File: src/hw/rtl/rde_pkg.sv
// ----------------------------------------------------------------------------
// rde_pkg: shared types and constants of the radix digit emitter
// Field widths, register map, reset values, queue geometry and the control
// structs that travel between the front end, the queue and the back end.
// ----------------------------------------------------------------------------
package rde_pkg;

  // Field and register widths.
  localparam int NUM_W   = 32;
  localparam int CHAR_W  = 8;
  localparam int LEN_W   = 5;
  localparam int CFG_W   = 64;
  localparam int ADDR_W  = 5;
  localparam int ALPHA_N = 16;

  // Default for the largest supported radix.
  localparam int MAX_BASE_DEF = 16;

  // A 32-bit magnitude has at most 32 digits (radix 2).
  localparam int MAX_DIGITS = 32;
  localparam int IDX_W      = $clog2(MAX_DIGITS);
  localparam int CNT_W      = IDX_W + 1;

  // The divider retires this many quotient bits per cycle.
  localparam int BITS_PER_CYC = 8;
  localparam int DIV_CYCLES   = NUM_W / BITS_PER_CYC;
  localparam int STEP_W       = $clog2(DIV_CYCLES);

  // Queue between front and back end; depth is a power of two.
  localparam int QDEPTH = 2;
  localparam int SLOT_W = $clog2(QDEPTH);

  // Register map: index of each register, taken from paddr[4:3].
  localparam int REG_IDX_W = 2;
  localparam logic [REG_IDX_W-1:0] REG_BASE_LEN    = 2'd0;
  localparam logic [REG_IDX_W-1:0] REG_DIGITS_LOW  = 2'd1;
  localparam logic [REG_IDX_W-1:0] REG_DIGITS_HIGH = 2'd2;

  localparam logic [LEN_W-1:0] RST_BASE_LEN    = 5'd10;
  localparam logic [CFG_W-1:0] RST_DIGITS_LOW  = 64'h3736353433323130;
  localparam logic [CFG_W-1:0] RST_DIGITS_HIGH = 64'h0000000000003938;

  localparam logic [CHAR_W-1:0] CH_MINUS = 8'h2D;
  localparam logic [CHAR_W-1:0] CH_PLUS  = 8'h2B;

  typedef logic [ALPHA_N-1:0][CHAR_W-1:0] alpha_t;

  typedef enum logic {
    F_IDLE,
    F_DIV
  } front_state_t;

  typedef enum logic [1:0] {
    B_IDLE,
    B_SIGN,
    B_WAIT,
    B_EMIT
  } back_state_t;

  // Descriptor pushed by the front end when a number's digits are complete.
  typedef struct packed {
    logic             push;
    logic             neg;
    logic [CNT_W-1:0] cnt;
  } push_t;

  // Digit write strobe from the front end.
  typedef struct packed {
    logic             en;
    logic [IDX_W-1:0] idx;
  } wr_t;

  // Queue status seen by both ends.
  typedef struct packed {
    logic             nonempty;
    logic             full;
    logic             neg;
    logic [CNT_W-1:0] cnt;
  } qstat_t;

endpackage

File: src/hw/rtl/rde_if.sv
// ----------------------------------------------------------------------------
// rde_if: streaming channels of the radix digit emitter
// One channel carries numbers in, the other carries characters out; both use
// a valid/ready handshake.
// ----------------------------------------------------------------------------
interface rde_num_if;
  import rde_pkg::*;

  logic                    valid;
  logic                    ready;
  logic signed [NUM_W-1:0] number;

  modport source (output valid, output number, input ready);
  modport sink   (input valid, input number, output ready);
endinterface

interface rde_char_if;
  import rde_pkg::*;

  logic              valid;
  logic              ready;
  logic [CHAR_W-1:0] char_out;
  logic              last;

  modport source (output valid, output char_out, output last, input ready);
  modport sink   (input valid, input char_out, input last, output ready);
endinterface

File: src/hw/rtl/rde_cfg.sv
// ----------------------------------------------------------------------------
// rde_cfg: configuration registers and alphabet check
// APB-style register file for the radix and the digit alphabet, plus the
// combinational test that the alphabet is usable.
// ----------------------------------------------------------------------------
module rde_cfg #(
  parameter int MAX_BASE = rde_pkg::MAX_BASE_DEF
) (
  input  logic                        clk,
  input  logic                        rst,
  input  logic                        psel,
  input  logic                        penable,
  input  logic                        pwrite,
  input  logic [rde_pkg::ADDR_W-1:0]  paddr,
  input  logic [rde_pkg::CFG_W-1:0]   pwdata,
  output logic [rde_pkg::CFG_W-1:0]   prdata,
  output logic                        pready,
  output logic [rde_pkg::LEN_W-1:0]   base_len,
  output rde_pkg::alpha_t             alpha,
  output logic                        alpha_ok
);
  import rde_pkg::*;

  logic [CFG_W-1:0]     digits_low;
  logic [CFG_W-1:0]     digits_high;
  logic [REG_IDX_W-1:0] reg_idx;
  logic                 wr_en;

  assign pready  = 1'b1;
  assign reg_idx = paddr[ADDR_W-1:3];
  assign wr_en   = psel && penable && pwrite && pready;

  always_ff @(posedge clk) begin
    if (rst) begin
      base_len    <= RST_BASE_LEN;
      digits_low  <= RST_DIGITS_LOW;
      digits_high <= RST_DIGITS_HIGH;
    end else if (wr_en) begin
      case (reg_idx)
        REG_BASE_LEN:    base_len    <= pwdata[LEN_W-1:0];
        REG_DIGITS_LOW:  digits_low  <= pwdata;
        REG_DIGITS_HIGH: digits_high <= pwdata;
        default: ;
      endcase
    end
  end

  always_comb begin
    case (reg_idx)
      REG_BASE_LEN:    prdata = {{(CFG_W-LEN_W){1'b0}}, base_len};
      REG_DIGITS_LOW:  prdata = digits_low;
      REG_DIGITS_HIGH: prdata = digits_high;
      default:         prdata = '0;
    endcase
  end

  assign alpha = {digits_high, digits_low};

  // Every used character must differ from both signs and from every other
  // used character; all pair compares run side by side.
  always_comb begin
    alpha_ok = (base_len >= LEN_W'(2)) && (base_len <= LEN_W'(MAX_BASE));
    for (int i = 0; i < MAX_BASE; i++) begin
      if (LEN_W'(i) < base_len) begin
        if (alpha[i] == CH_MINUS || alpha[i] == CH_PLUS) alpha_ok = 1'b0;
        for (int j = i + 1; j < MAX_BASE; j++) begin
          if (LEN_W'(j) < base_len && alpha[i] == alpha[j]) alpha_ok = 1'b0;
        end
      end
    end
  end

endmodule

File: src/hw/rtl/rde_front.sv
// ----------------------------------------------------------------------------
// rde_front: number intake and digit generation
// Accepts a number, drops it when the alphabet is unusable, and otherwise
// divides its magnitude repeatedly by the radix, writing each remainder.
// ----------------------------------------------------------------------------
module rde_front #(
  parameter int MAX_BASE = rde_pkg::MAX_BASE_DEF,
  localparam int DIGIT_W = $clog2(MAX_BASE)
) (
  input  logic                      clk,
  input  logic                      rst,
  rde_num_if.sink                   din,
  input  logic [rde_pkg::LEN_W-1:0] base_len,
  input  logic                      alpha_ok,
  input  rde_pkg::qstat_t           qstat,
  output rde_pkg::push_t            push,
  output rde_pkg::wr_t              wr,
  output logic [DIGIT_W-1:0]        wr_digit
);
  import rde_pkg::*;

  front_state_t        state, state_next;
  logic [NUM_W-1:0]    work, work_next;
  logic [LEN_W-1:0]    rem, rem_next;
  logic [STEP_W-1:0]   step, step_next;
  logic [CNT_W-1:0]    nd, nd_next;
  logic                neg, neg_next;
  logic [LEN_W-1:0]    rem_out;
  logic [BITS_PER_CYC-1:0] qbits;
  logic [NUM_W-1:0]    quot;
  logic                accept;
  logic [NUM_W-1:0]    raw;

  assign din.ready = (state == F_IDLE) && !qstat.full;
  assign accept    = din.valid && din.ready;
  assign raw       = din.number;

  // Restoring division, BITS_PER_CYC quotient bits of the magnitude per cycle.
  always_comb begin
    logic [LEN_W:0]   trial;
    logic [LEN_W-1:0] r;
    r = rem;
    for (int i = 0; i < BITS_PER_CYC; i++) begin
      trial = {r, work[NUM_W-1-i]};
      if (trial >= {1'b0, base_len}) begin
        trial = trial - {1'b0, base_len};
        qbits[BITS_PER_CYC-1-i] = 1'b1;
      end else begin
        qbits[BITS_PER_CYC-1-i] = 1'b0;
      end
      r = trial[LEN_W-1:0];
    end
    rem_out = r;
  end

  assign quot = {work[NUM_W-1-BITS_PER_CYC:0], qbits};

  always_ff @(posedge clk) begin
    if (rst) begin
      state <= F_IDLE;
    end else begin
      state <= state_next;
    end
  end

  always_ff @(posedge clk) begin
    work <= work_next;
    rem  <= rem_next;
    step <= step_next;
    nd   <= nd_next;
    neg  <= neg_next;
  end

  always_comb begin
    state_next = state;
    work_next  = work;
    rem_next   = rem;
    step_next  = step;
    nd_next    = nd;
    neg_next   = neg;
    push       = '0;
    wr         = '0;
    wr_digit   = rem_out[DIGIT_W-1:0];
    case (state)
      F_IDLE: begin
        if (accept && alpha_ok) begin
          neg_next   = raw[NUM_W-1];
          work_next  = raw[NUM_W-1] ? (NUM_W'(0) - raw) : raw;
          rem_next   = '0;
          step_next  = '0;
          nd_next    = '0;
          state_next = F_DIV;
        end
      end
      F_DIV: begin
        work_next = quot;
        rem_next  = rem_out;
        step_next = step + STEP_W'(1);
        if (step == STEP_W'(DIV_CYCLES - 1)) begin
          // One digit finished: store it, restart the remainder.
          wr.en    = 1'b1;
          wr.idx   = nd[IDX_W-1:0];
          rem_next = '0;
          nd_next  = nd + CNT_W'(1);
          if (quot == '0 || nd == CNT_W'(MAX_DIGITS - 1)) begin
            push.push  = 1'b1;
            push.neg   = neg;
            push.cnt   = nd + CNT_W'(1);
            state_next = F_IDLE;
          end
        end
      end
      default: state_next = F_IDLE;
    endcase
  end

endmodule

File: src/hw/rtl/rde_queue.sv
// ----------------------------------------------------------------------------
// rde_queue: digit buffer between front and back end
// Holds up to QDEPTH converted numbers: a descriptor per number and a digit
// memory with one slot of MAX_DIGITS entries per descriptor.
// ----------------------------------------------------------------------------
module rde_queue #(
  parameter int MAX_BASE = rde_pkg::MAX_BASE_DEF,
  localparam int DIGIT_W = $clog2(MAX_BASE)
) (
  input  logic                      clk,
  input  logic                      rst,
  input  rde_pkg::push_t            push,
  input  rde_pkg::wr_t              wr,
  input  logic [DIGIT_W-1:0]        wr_digit,
  input  logic                      pop,
  input  logic [rde_pkg::IDX_W-1:0] rd_idx,
  output logic [DIGIT_W-1:0]        rd_digit,
  output rde_pkg::qstat_t           qstat
);
  import rde_pkg::*;

  localparam int MEM_DEPTH = QDEPTH * MAX_DIGITS;

  logic [DIGIT_W-1:0] mem [MEM_DEPTH];
  logic               neg_q [QDEPTH];
  logic [CNT_W-1:0]   cnt_q [QDEPTH];
  logic [SLOT_W-1:0]  head, tail;
  logic [SLOT_W:0]    count;

  always_ff @(posedge clk) begin
    if (wr.en) mem[{tail, wr.idx}] <= wr_digit;
    rd_digit <= mem[{head, rd_idx}];
  end

  always_ff @(posedge clk) begin
    if (push.push) begin
      neg_q[tail] <= push.neg;
      cnt_q[tail] <= push.cnt;
    end
  end

  always_ff @(posedge clk) begin
    if (rst) begin
      head  <= '0;
      tail  <= '0;
      count <= '0;
    end else begin
      if (push.push) tail <= tail + SLOT_W'(1);
      if (pop) head <= head + SLOT_W'(1);
      count <= count + (SLOT_W + 1)'(push.push) - (SLOT_W + 1)'(pop);
    end
  end

  assign qstat.nonempty = (count != '0);
  assign qstat.full     = (count == (SLOT_W + 1)'(QDEPTH));
  assign qstat.neg      = neg_q[head];
  assign qstat.cnt      = cnt_q[head];

endmodule

File: src/hw/rtl/rde_back.sv
// ----------------------------------------------------------------------------
// rde_back: character emission
// Takes converted numbers from the queue, emits the sign and then the digits
// most significant first through an output register.
// ----------------------------------------------------------------------------
module rde_back #(
  parameter int MAX_BASE = rde_pkg::MAX_BASE_DEF,
  localparam int DIGIT_W = $clog2(MAX_BASE)
) (
  input  logic                       clk,
  input  logic                       rst,
  rde_char_if.source                 dout,
  input  rde_pkg::alpha_t            alpha,
  input  rde_pkg::qstat_t            qstat,
  input  logic [DIGIT_W-1:0]         rd_digit,
  output logic [rde_pkg::IDX_W-1:0]  rd_idx,
  output logic                       pop
);
  import rde_pkg::*;

  back_state_t       state, state_next;
  logic [IDX_W-1:0]  k, k_next;
  logic              ov, ov_next;
  logic [CHAR_W-1:0] och, och_next;
  logic              olast, olast_next;
  logic              slot_free;

  assign slot_free     = !ov || dout.ready;
  assign rd_idx        = k;
  assign dout.valid    = ov;
  assign dout.char_out = och;
  assign dout.last     = olast;

  always_ff @(posedge clk) begin
    if (rst) begin
      state <= B_IDLE;
      ov    <= 1'b0;
    end else begin
      state <= state_next;
      ov    <= ov_next;
    end
  end

  always_ff @(posedge clk) begin
    k     <= k_next;
    och   <= och_next;
    olast <= olast_next;
  end

  always_comb begin
    state_next = state;
    k_next     = k;
    och_next   = och;
    olast_next = olast;
    ov_next    = ov && !dout.ready;
    pop        = 1'b0;
    case (state)
      B_IDLE: begin
        if (qstat.nonempty) begin
          k_next     = IDX_W'(qstat.cnt - CNT_W'(1));
          state_next = qstat.neg ? B_SIGN : B_WAIT;
        end
      end
      B_SIGN: begin
        if (slot_free) begin
          och_next   = CH_MINUS;
          olast_next = 1'b0;
          ov_next    = 1'b1;
          state_next = B_WAIT;
        end
      end
      // In this state the digit memory is read at index k; the registered digit is used in B_EMIT.
      B_WAIT: state_next = B_EMIT;
      B_EMIT: begin
        if (slot_free) begin
          och_next   = alpha[4'(rd_digit)];
          olast_next = (k == '0);
          ov_next    = 1'b1;
          if (k == '0) begin
            pop        = 1'b1;
            state_next = B_IDLE;
          end else begin
            k_next     = k - IDX_W'(1);
            state_next = B_WAIT;
          end
        end
      end
      default: state_next = B_IDLE;
    endcase
  end

endmodule

File: src/hw/rtl/radix_digit_emitter.sv
// ----------------------------------------------------------------------------
// A number's digits go into the queue as the divider finds them, and its
// descriptor follows with the last digit; then the back end can emit it.
// No new number is taken until the last is in the queue; the divider's chain
// of 8 remainder steps per cycle sets the rate; digits go via B_WAIT, B_EMIT.
// Reset (synchronous, active high): registers return to radix 10 over
// "0123456789", the queue empties; no clearing pass is needed.
// ----------------------------------------------------------------------------
// radix_digit_emitter: signed integer to text in a configurable radix
// Converts each 32-bit number into a '-' for negative values followed by its
// digits, most significant first, using an alphabet held in registers.
// ----------------------------------------------------------------------------
module radix_digit_emitter #(
  parameter int MAX_BASE = rde_pkg::MAX_BASE_DEF
) (
  input  logic                       clk,
  input  logic                       rst,
  rde_num_if.sink                    din,
  rde_char_if.source                 dout,
  input  logic                       psel,
  input  logic                       penable,
  input  logic                       pwrite,
  input  logic [rde_pkg::ADDR_W-1:0] paddr,
  input  logic [rde_pkg::CFG_W-1:0]  pwdata,
  output logic [rde_pkg::CFG_W-1:0]  prdata,
  output logic                       pready
);
  import rde_pkg::*;

  localparam int DIGIT_W = $clog2(MAX_BASE);

  // Configuration. The alphabet check is combinational on the registers so
  // that a number taken right after a register write already sees the
  // new alphabet.
  logic [LEN_W-1:0]   base_len;
  alpha_t             alpha;
  logic               alpha_ok;

  // Front end to queue: digit writes and the descriptor of a finished
  // number. Queue to back end: head descriptor and the registered digit.
  push_t              push;
  wr_t                wr;
  logic [DIGIT_W-1:0] wr_digit;
  qstat_t             qstat;
  logic               pop;
  logic [IDX_W-1:0]   rd_idx;
  logic [DIGIT_W-1:0] rd_digit;

  rde_cfg #(.MAX_BASE(MAX_BASE)) u_cfg (
    .clk      (clk),
    .rst      (rst),
    .psel     (psel),
    .penable  (penable),
    .pwrite   (pwrite),
    .paddr    (paddr),
    .pwdata   (pwdata),
    .prdata   (prdata),
    .pready   (pready),
    .base_len (base_len),
    .alpha    (alpha),
    .alpha_ok (alpha_ok)
  );

  // The front end takes a number only when the queue has a free slot, so a
  // conversion never has to wait for space once it has started. Numbers
  // that meet an unusable alphabet are taken and dropped.
  rde_front #(.MAX_BASE(MAX_BASE)) u_front (
    .clk      (clk),
    .rst      (rst),
    .din      (din),
    .base_len (base_len),
    .alpha_ok (alpha_ok),
    .qstat    (qstat),
    .push     (push),
    .wr       (wr),
    .wr_digit (wr_digit)
  );

  // The digits come out of the divider least significant first; the queue
  // stores them by index so the back end can read them in reverse.
  rde_queue #(.MAX_BASE(MAX_BASE)) u_queue (
    .clk      (clk),
    .rst      (rst),
    .push     (push),
    .wr       (wr),
    .wr_digit (wr_digit),
    .pop      (pop),
    .rd_idx   (rd_idx),
    .rd_digit (rd_digit),
    .qstat    (qstat)
  );

  // The back end maps digits through the alphabet and holds each character
  // in an output register, so a stalled sink never blocks the divider.
  rde_back #(.MAX_BASE(MAX_BASE)) u_back (
    .clk      (clk),
    .rst      (rst),
    .dout     (dout),
    .alpha    (alpha),
    .qstat    (qstat),
    .rd_digit (rd_digit),
    .rd_idx   (rd_idx),
    .pop      (pop)
  );

endmodule

File: src/flat_wrapper.sv
// flat-port wrapper written by rule: the top's interface ports become plain ports
module radix_digit_emitter_flat import rde_pkg::*;
#(
  parameter int MAX_BASE = rde_pkg::MAX_BASE_DEF
)
  (clk, rst, psel, penable, pwrite, paddr, pwdata, prdata, pready, din_valid, din_number, din_ready, dout_valid, dout_char_out, dout_last, dout_ready);
  rde_num_if din_i ();
  rde_char_if dout_i ();
  input  logic clk;
  input  logic rst;
  input  logic psel;
  input  logic penable;
  input  logic pwrite;
  input  logic [rde_pkg::ADDR_W-1:0] paddr;
  input  logic [rde_pkg::CFG_W-1:0] pwdata;
  output logic [rde_pkg::CFG_W-1:0] prdata;
  output logic pready;
  input wire logic [$bits(din_i.valid)-1:0] din_valid;
  input wire logic [$bits(din_i.number)-1:0] din_number;
  output wire logic [$bits(din_i.ready)-1:0] din_ready;
  output wire logic [$bits(dout_i.valid)-1:0] dout_valid;
  output wire logic [$bits(dout_i.char_out)-1:0] dout_char_out;
  output wire logic [$bits(dout_i.last)-1:0] dout_last;
  input wire logic [$bits(dout_i.ready)-1:0] dout_ready;
  assign din_i.valid = din_valid;
  assign din_i.number = din_number;
  assign din_ready = din_i.ready;
  assign dout_valid = dout_i.valid;
  assign dout_char_out = dout_i.char_out;
  assign dout_last = dout_i.last;
  assign dout_i.ready = dout_ready;
  radix_digit_emitter #(.MAX_BASE(MAX_BASE)) u_core (.clk(clk), .rst(rst), .din(din_i), .dout(dout_i), .psel(psel), .penable(penable), .pwrite(pwrite), .paddr(paddr), .pwdata(pwdata), .prdata(prdata), .pready(pready));
endmodule
File: config.mk
export PLATFORM = sky130hd
export DESIGN_NAME = radix_digit_emitter_flat
export DESIGN_NICKNAME = d
export VERILOG_FILES = /design/src/hw/rtl/rde_pkg.sv /design/src/hw/rtl/rde_if.sv /design/src/hw/rtl/rde_cfg.sv /design/src/hw/rtl/rde_front.sv /design/src/hw/rtl/rde_queue.sv /design/src/hw/rtl/rde_back.sv /design/src/hw/rtl/radix_digit_emitter.sv /design/src/flat_wrapper.sv
export SDC_FILE = /design/constraint.sdc
export NUM_CORES = 2
export LEC_CHECK = 0
export BUFFER_PORTS_ARGS = -buffer_cell sky130_fd_sc_hd__buf_2
export CORE_MARGIN = 2
export CORE_UTILIZATION = 57
export DETAILED_ROUTE_END_ITERATION = 8
export HOLD_SLACK_MARGIN = 0.06
export PLACE_DENSITY = 0.78
export SLEW_MARGIN = 10
export SYNTH_ARGS = -nofsm -noshare
export SYNTH_HDL_FRONTEND = slang
export SYNTH_SLANG_ARGS = --single-unit
File: constraint.sdc
create_clock -name clk -period 15.31 [get_ports clk]
set_input_delay 1.531 -clock clk [delete_from_list [all_inputs] [get_ports clk]]
set_output_delay 1.531 -clock clk [all_outputs]
set_load 0.05 [all_outputs]
After elaboration in Yosys (flattened, before gate mapping)
Memory sizes are Yosys's and may differ from the RTL's. A register that Yosys moved wholly into a read port is not among the register bits.
Cells that the tools add are included.

cells by class
  $add $sub $neg = 17
  $lt $le $gt $ge = 27
  equal/unequal tests = 166
  mux-type cells = 220
  bitwise logic cells = 1
  reduce and logical (&&, ||, !) cells = 164

operators by type and width
  cell                   count
  $eq 8x8->1             120
  $eq 8x6->1 const B     32
  $pmux 64 s3            1
  $mux 1                 178
  $logic_and 1x1->1      127
  $mux 5                 13
  $mux 32                2
  $pmux 32 s2            1
  $ge 6x5->1             8
  $mux 8                 6
  $lt 4x5->1 const A     8
  $sub 5x5->5            8
  $bmux 8 s4             1
  $logic_not 32->1       1
  $sub 1x32->32 const A  1
  $mux 6                 4
  $lt 3x5->1 const A     4
  $pmux 5 s2             2
  $logic_or 1x1->1       18
  $pmux 8 s2             1
  $mux 2                 6
  $pmux 6 s2             1
  $eq 2x2->1 const B     5
  $lt 1x5->1 const A     2
  26 further kinds       45

word-level totals
  flip-flop bits (word level) = 201
  bits in writable memories = 270
  input port bits = 108
  output and inout bits = 76
  memories = 3

memories
  name                  depth  bits a word  read ports  clocked after memory_dff  wr ports  RTL line         RTL
  u_core.u_queue.mem    64     4            1           1                         1         rde_queue.sv:24  logic [DIGIT_W-1:0] mem [MEM_DEPTH];
  u_core.u_queue.cnt_q  2      6            1           1                         1         rde_queue.sv:26  logic [CNT_W-1:0] cnt_q [QDEPTH];
  u_core.u_queue.neg_q  2      1            1           1                         1         rde_queue.sv:25  logic neg_q [QDEPTH];

Logic depth before layout (Yosys ltp)
  depth in word-level cells = 157
  mapped depth = 81
  gate-level depth less buffers = 77

Modules after synthesis
Synthesis repeated with hierarchy kept, for this count alone.

unflattened totals
  cells, all modules = 3,696
  area, all modules = 36,232.2 sq um

modules (own cells, without submodules)
  module     times used  cells each  area each (sq um)  sequential area each (sq um)
  rde_cfg    1           2,388       18,231.2           2,662.6
  rde_queue  1           570         11,024.3           8,287.9
  rde_front  1           577         5,161.2            1,401.3
  rde_back   1           161         1,815.5            480.5

Worst setup path before layout
Ideal clock, no wire load.

  path type = reg2reg
  from = reg u_core.u_cfg.base_len[1] in the netlist's numbering
  to = mem u_core.u_queue.mem[0][2] in the netlist's numbering (data pin)
  setup time = 0.564 ns
  data arrival time = 16.060 ns
  data required time = 14.746 ns
  setup slack = -1.314 ns
  cell stages (with the launch flop) = 71
  buffers on the path = 5
  period minus slack after synthesis = 16.624 ns
  cell sequence = dfxtp_1 clkbuf_1 inv_1 fa_1 a211o_1 and3_4 nor2_2 mux2i_1 inv_1 ha_1 and3_1 a31oi_1 nand2_1 nor2b_1 buf_2 mux2_2 fa_1 nand2b_1 (+35 left out) nand2_1 a21boi_0 o21ai_0 nand2b_1 a21oi_1 and2_1 o21ai_1 o21a_1 a221oi_2 inv_1 ha_1 a21boi_0 o21ai_0 nand2b_1 a21oi_1 o311a_1 nand2_2 mux2i_1

on the way
  cells in the longest elaborated chain, start to end = 16
  elaborated cells between the ends (all ways) = 24
  classes of those cells = add/sub: 8; order compare: 8; mux: 8

ends and longest elaborated chain
  element                                           RTL line                          RTL
  from (decl)                                       rde_cfg.sv:18                     output logic [rde_pkg::LEN_W-1:0] base_len,
  from (signal assigned)                            rde_cfg.sv:40                     REG_BASE_LEN: base_len <= pwdata[LEN_W-1:0];
  $sub 5x5->5 / $ge 6x5->1 (equally long branches)  rde_front.sv:46, rde_front.sv:45
  $mux 5                                            rde_front.sv:45                   if (trial >= {1'b0, base_len}) begin
  $sub 5x5->5 / $ge 6x5->1 (equally long branches)  rde_front.sv:46, rde_front.sv:45
  $mux 5                                            rde_front.sv:45
  $sub 5x5->5 / $ge 6x5->1 (equally long branches)  rde_front.sv:46, rde_front.sv:45
  $mux 5                                            rde_front.sv:45
  $sub 5x5->5 / $ge 6x5->1 (equally long branches)  rde_front.sv:46, rde_front.sv:45
  $mux 5                                            rde_front.sv:45
  $ge 6x5->1 / $sub 5x5->5 (equally long branches)  rde_front.sv:45, rde_front.sv:46
  $mux 5                                            rde_front.sv:45
  $sub 5x5->5 / $ge 6x5->1 (equally long branches)  rde_front.sv:46, rde_front.sv:45
  $mux 5                                            rde_front.sv:45
  $ge 6x5->1 / $sub 5x5->5 (equally long branches)  rde_front.sv:45, rde_front.sv:46
  $mux 5                                            rde_front.sv:45
  $sub 5x5->5 / $ge 6x5->1 (equally long branches)  rde_front.sv:46, rde_front.sv:45
  $mux 5 *                                          rde_front.sv:45
  via u_core.u_front.rem_out[2]                     rde_front.sv:28                   logic [LEN_W-1:0] rem_out;
  to (decl)                                         rde_queue.sv:24

Mark *: on every way through the listed nets, which the timed path passes. The rest lies on a longest branch.

Worst setup path after layout
  from = reg u_core.u_front.work[31]
  to = reg u_core.u_queue.count[1]

on the way
  cells in the longest elaborated chain, start to end = 23
  elaborated cells between the ends (all ways) = 37
  classes of those cells = add/sub: 9; order compare: 8; mux: 18; reduce/logical: 2

ends and longest elaborated chain
  element                                           RTL line                          RTL
  from (decl)                                       rde_front.sv:23                   logic [NUM_W-1:0] work, work_next;
  from (signal assigned)                            rde_front.sv:67                   work <= work_next;
  $sub 5x5->5 / $ge 6x5->1 (equally long branches)  rde_front.sv:46, rde_front.sv:45
  $mux 5                                            rde_front.sv:45
  $sub 5x5->5 / $ge 6x5->1 (equally long branches)  rde_front.sv:46, rde_front.sv:45
  $mux 5                                            rde_front.sv:45
  $sub 5x5->5 / $ge 6x5->1 (equally long branches)  rde_front.sv:46, rde_front.sv:45
  $mux 5                                            rde_front.sv:45
  $sub 5x5->5 / $ge 6x5->1 (equally long branches)  rde_front.sv:46, rde_front.sv:45
  $mux 5                                            rde_front.sv:45
  (+7 left out)                                     --
  $mux 1                                            rde_front.sv:45
  $logic_not 32->1 *                                rde_front.sv:105                  if (quot == '0 || nd == CNT_W'(MAX_DIGITS - 1)) begin
  $logic_or 1x1->1 *                                rde_front.sv:105
  $mux 8 *                                          rde_front.sv:105
  $mux 8 *                                          rde_front.sv:99                   if (step == STEP_W'(DIV_CYCLES - 1)) begin
  $mux 8 *                                          rde_front.sv:84                   case (state)
  $add 2x1->2 *                                     rde_queue.sv:50                   count <= count + (SLOT_W + 1)'(push.push) - (SLOT_W + 1)'(pop);
  $sub 2x1->2 *                                     rde_queue.sv:50
  to (signal assigned)                              rde_queue.sv:50
  to (decl)                                         rde_queue.sv:28                   logic [SLOT_W:0] count;

Every way passes the cells marked *; elsewhere a longest branch is shown, timed or not.
A chain may end at the register's enable or synchronous reset.

==> summary.md <==
| Metric | Value |
|---|---|
| Die width | `252 um` |
| Share of Yosys cell area claimed by the top area cell type | `28.1%` |
| Area contributors post-synth | `edfxtp_1 28%, xnor2_1 16%, xor2_1 9.6%` |
| First-pass GRT wire length | `191000 um` |
| Vias in the first global route | `29400` |
| Top FF cell, synth | `edfxtp_1` |
| Maximum clock frequency | `67.9 MHz` |
| Max Slew Vio Count | `0` |
| FF+latch area | `12800 um2` |
| Initial antenna violation count | `5` |
| Crit Reg-Reg Endpoint | `u_core.u_queue.count[1]` |
| Cell taking the most area after synthesis | `edfxtp_1` |
| Total wire length | `129000 um` |
| Per-cell routed wire length | `29.2 um` |
| Placer Congestion | `1.04` |
| Worst setup endpoint | `u_core.u_queue.count[1]` |
| Startpoint Class | `flop` |
| Clk_lat worst skew | `620 ps` |
| Cell at the slowest stage of the critical path | `or4b_4` |
| Clock sinks | `474` |
| Cell count after synthesis | `3551` |
| Syn avg cell area | `9.89 um2` |
| Number of synthesized flops with an enable pin | `328` |
| Post-synthesis cell type count | `95` |
| Register bit count reported by yosys | `474` |
| Final hold violation count | `0` |
| Hold_buf cts | `0` |
| Largest net degree at the start of global routing | `78` |
| Clock Path Buffers | `3` |
| Layout cells sized above 1 | `18.3%` |
| Crit path arrival time | `15200 ps` |
| Ports | `184` |
| Crit Path Category | `flop to flop` |
| Synth cell count leaders | `653 x xnor2_1, 383 x xor2_1, 334 x nand2_1, 328 x edfxtp_1, 230 x clkbuf_1` |
| CP peak stage delay | `500 ps` |
| Clk slew on worst S/H paths | `70 ps` |
| Core area | `60600 um2` |
| Fin crit share | `96.2%` |
| WP data required | `15790 ps` |
| Critical path buffers and inverters | `11` |
| Total number of vias | `30400` |
| Final antenna-violating net count | `0` |
| Hold Path Class | `flop to flop` |
| Area grow syn2layout | `11.3%` |
| Crit Path Max Fanout | `11` |
| Hold_sp | `u_core.u_cfg.digits_high[18]` |
| Status | `completed` |
| Initial cell density of the core | `58.0%` |
| Post-Syn Nets | `3713` |
| Final HPWL DP | `79800 um` |
| Layout Skew | `19.7 ps` |
| Reg2Reg Setup Slack | `590 ps` |
| Critical Path Stages | `76` |
| Placement Rows | `90` |
| Setup-failing EPs final | `0` |
| Min-Delay Path Depth | `2` |
| CP startpoint | `u_core.u_front.work[31]` |
| Final WS setup | `585 ps` |
| Nets | `3772` |
| Die ar. | `63600 um2` |
| Maxcap violations | `0` |
| Area occupied by multi-input gates | `21000 um2` |
| Setup WS pre-CTS | `-357 ps` |
| # DRC | `0` |
| Count leader, synth | `xnor2_1` |
| Initial DRC Count | `4294` |
| Worst Tran Pin Value | `1240 ps` |
| CP delay by family, top | `compound AO/OA/AOI/OAI gates` |
| Synthesis Warnings | `0` |
| Number of fill cells in the layout | `4744` |
| Total CTS buffers | `49` |
| I/O Buffers | `179` |
| Drt first pass iters | `8` |
| Period minus WS final | `14720 ps` |
| Worst Reg-to-Reg Cells | `76` |
| Sequential area share after synthesis | `36.4%` |
| Worst r2r src | `u_core.u_front.work[31]` |
| Mapped Area | `35100 um2` |
| Die span in y | `252 um` |
| Async S/R FF share, synth | `0%` |
| H-tree Lvls | `2` |
| Root buffer cell | `clkbuf_16` |
| Remaining Overflow, GRT | `0` |
| Total GRT Usage | `40.1%` |
| Vias per inst | `6.85` |
| Relative slew margins | `17.2%` |
| Critical Path Sink Type | `flop` |
| CTS tree | `built` |
-- stage by stage --
stage | hold WS [ps] | area [um2] | setup TNS (ps) | instances | util [%]
5_1_grt | 475 | 39100 | -3720 | 4434 | 64.5
2_1_floorplan | 507 | 35200 | 0 | 3551 | -
3_3_place_gp | 442 | 37100 | -26.6 | 4321 | 61.2
4_1_cts | 457 | 38700 | 0 | 4414 | 63.9
3_5_place_dp | 448 | 37100 | -7720 | 4321 | 61.2
6_report | 456 | 39100 | 0 | 4436 | 64.5
-- how the worst min path moves through the flow --
| stage | endpoint |
|---|---|
| 2_1_floorplan | u_core.u_back.dout.valid |
| 3_3_place_gp | u_core.u_cfg.digits_low[63] |
| 3_5_place_dp | u_core.u_cfg.digits_low[63] |
| 4_1_cts | u_core.u_cfg.digits_low[63] |
| 5_1_grt | u_core.u_cfg.digits_low[63] |
| 6_report | u_core.u_cfg.digits_high[18] |
-- cells by family after synthesis --
group                      after synthesis  share of synthesized area, %
and+or+nand+nor                       1000                          14.4
muxes                                  163                          9.13
other                                    1                        0.0107
DFF                                    474                          36.4
buffers and inverters                  425                          4.56
xor gates and xnor gates              1036                          25.8
adders and majority gates               54                          2.10
AOI/OAI and AO/OA                      398                          7.60
-- layout make-up --
class,count,share of cell area [%]
Timing Repair Buffer,386,6.30
Inverter,47,0.461
Antenna cell,4,0.0256
Clock buffer,69,3.54
Clock inverter,22,0.669
Multi-Input combinational cell,2652,53.8
Tap cell,782,2.50
Sequential cell,474,32.7
-- cells in the final DEF (no fill, tap or decap), types with 8 or more instances in the layout --
cell	Yosys	layout
or2_2	12	12
nand4b_1	13	13
nor3_1	71	70
buf_4	1	206
nor2_1	129	129
a31oi_1	31	30
nand2_1	334	333
o31ai_1	16	15
or3_1	10	10
a21oi_1	134	128
ha_1	46	44
nor4_1	119	119
inv_1	45	44
nor2b_1	22	19
o21ai_0	62	59
buf_2	3	178
clkbuf_16	0	51
o21ai_1	7	9
a21o_1	10	10
nand2b_1	8	8
clkbuf_1	230	14
nand4_1	159	159
a22o_1	59	59
edfxtp_1	328	328
nand3_1	75	75
mux2i_1	28	23
xnor2_1	653	652
dfxtp_1	146	143
xor2_1	383	383
mux4_2	124	124
-- repair_timing --
item | in CTS | in global routing
gates cloned | 0 | 0
gates resized for setup | 3 | 35
setup buffers | 2 | 18
pin swaps | 2 | 16
endpoints found under the setup margin | 78 | 284
-- sequential cells by signal, summed over array words and instances (netlist names), 2 cells and up, named ones only --
name,count
u_core.u_queue.rd_digit,4
u_core.u_front.step,2
u_core.u_back.rd_idx,5
u_core.u_back.dout.char_out,8
u_core.u_cfg.base_len,5
u_core.u_front.work,32
u_core.u_cfg.digits_high,64
u_core.u_front.rem,5
u_core.u_queue.mem,256
u_core.u_queue.count,2
u_core.u_queue.neg_q,2
u_core.u_queue.cnt_q,10
u_core.u_front.nd,6
u_core.u_back.state,2
u_core.u_cfg.digits_low,64
-- worst min-delay path: cells and delay by family, from the launching register on --
family / cells / cell delay [ps]
compound gates: 1 / 50
flops: 1 / 310
simple gates: 1 / 50
-- layer usage --
metal  up-vias  track usage [%]  share of wire [%]
met1     14600             49.3                 35
met3       705             11.9                 13
li1      12600                -                  -
met4         4             24.9                7.7
met2      2481             62.3                 44
met5         -                0              0.022
Power is left out: the tool's default activity adds up to more than one toggle a clock period on the data nets, which glitch-free logic cannot reach.
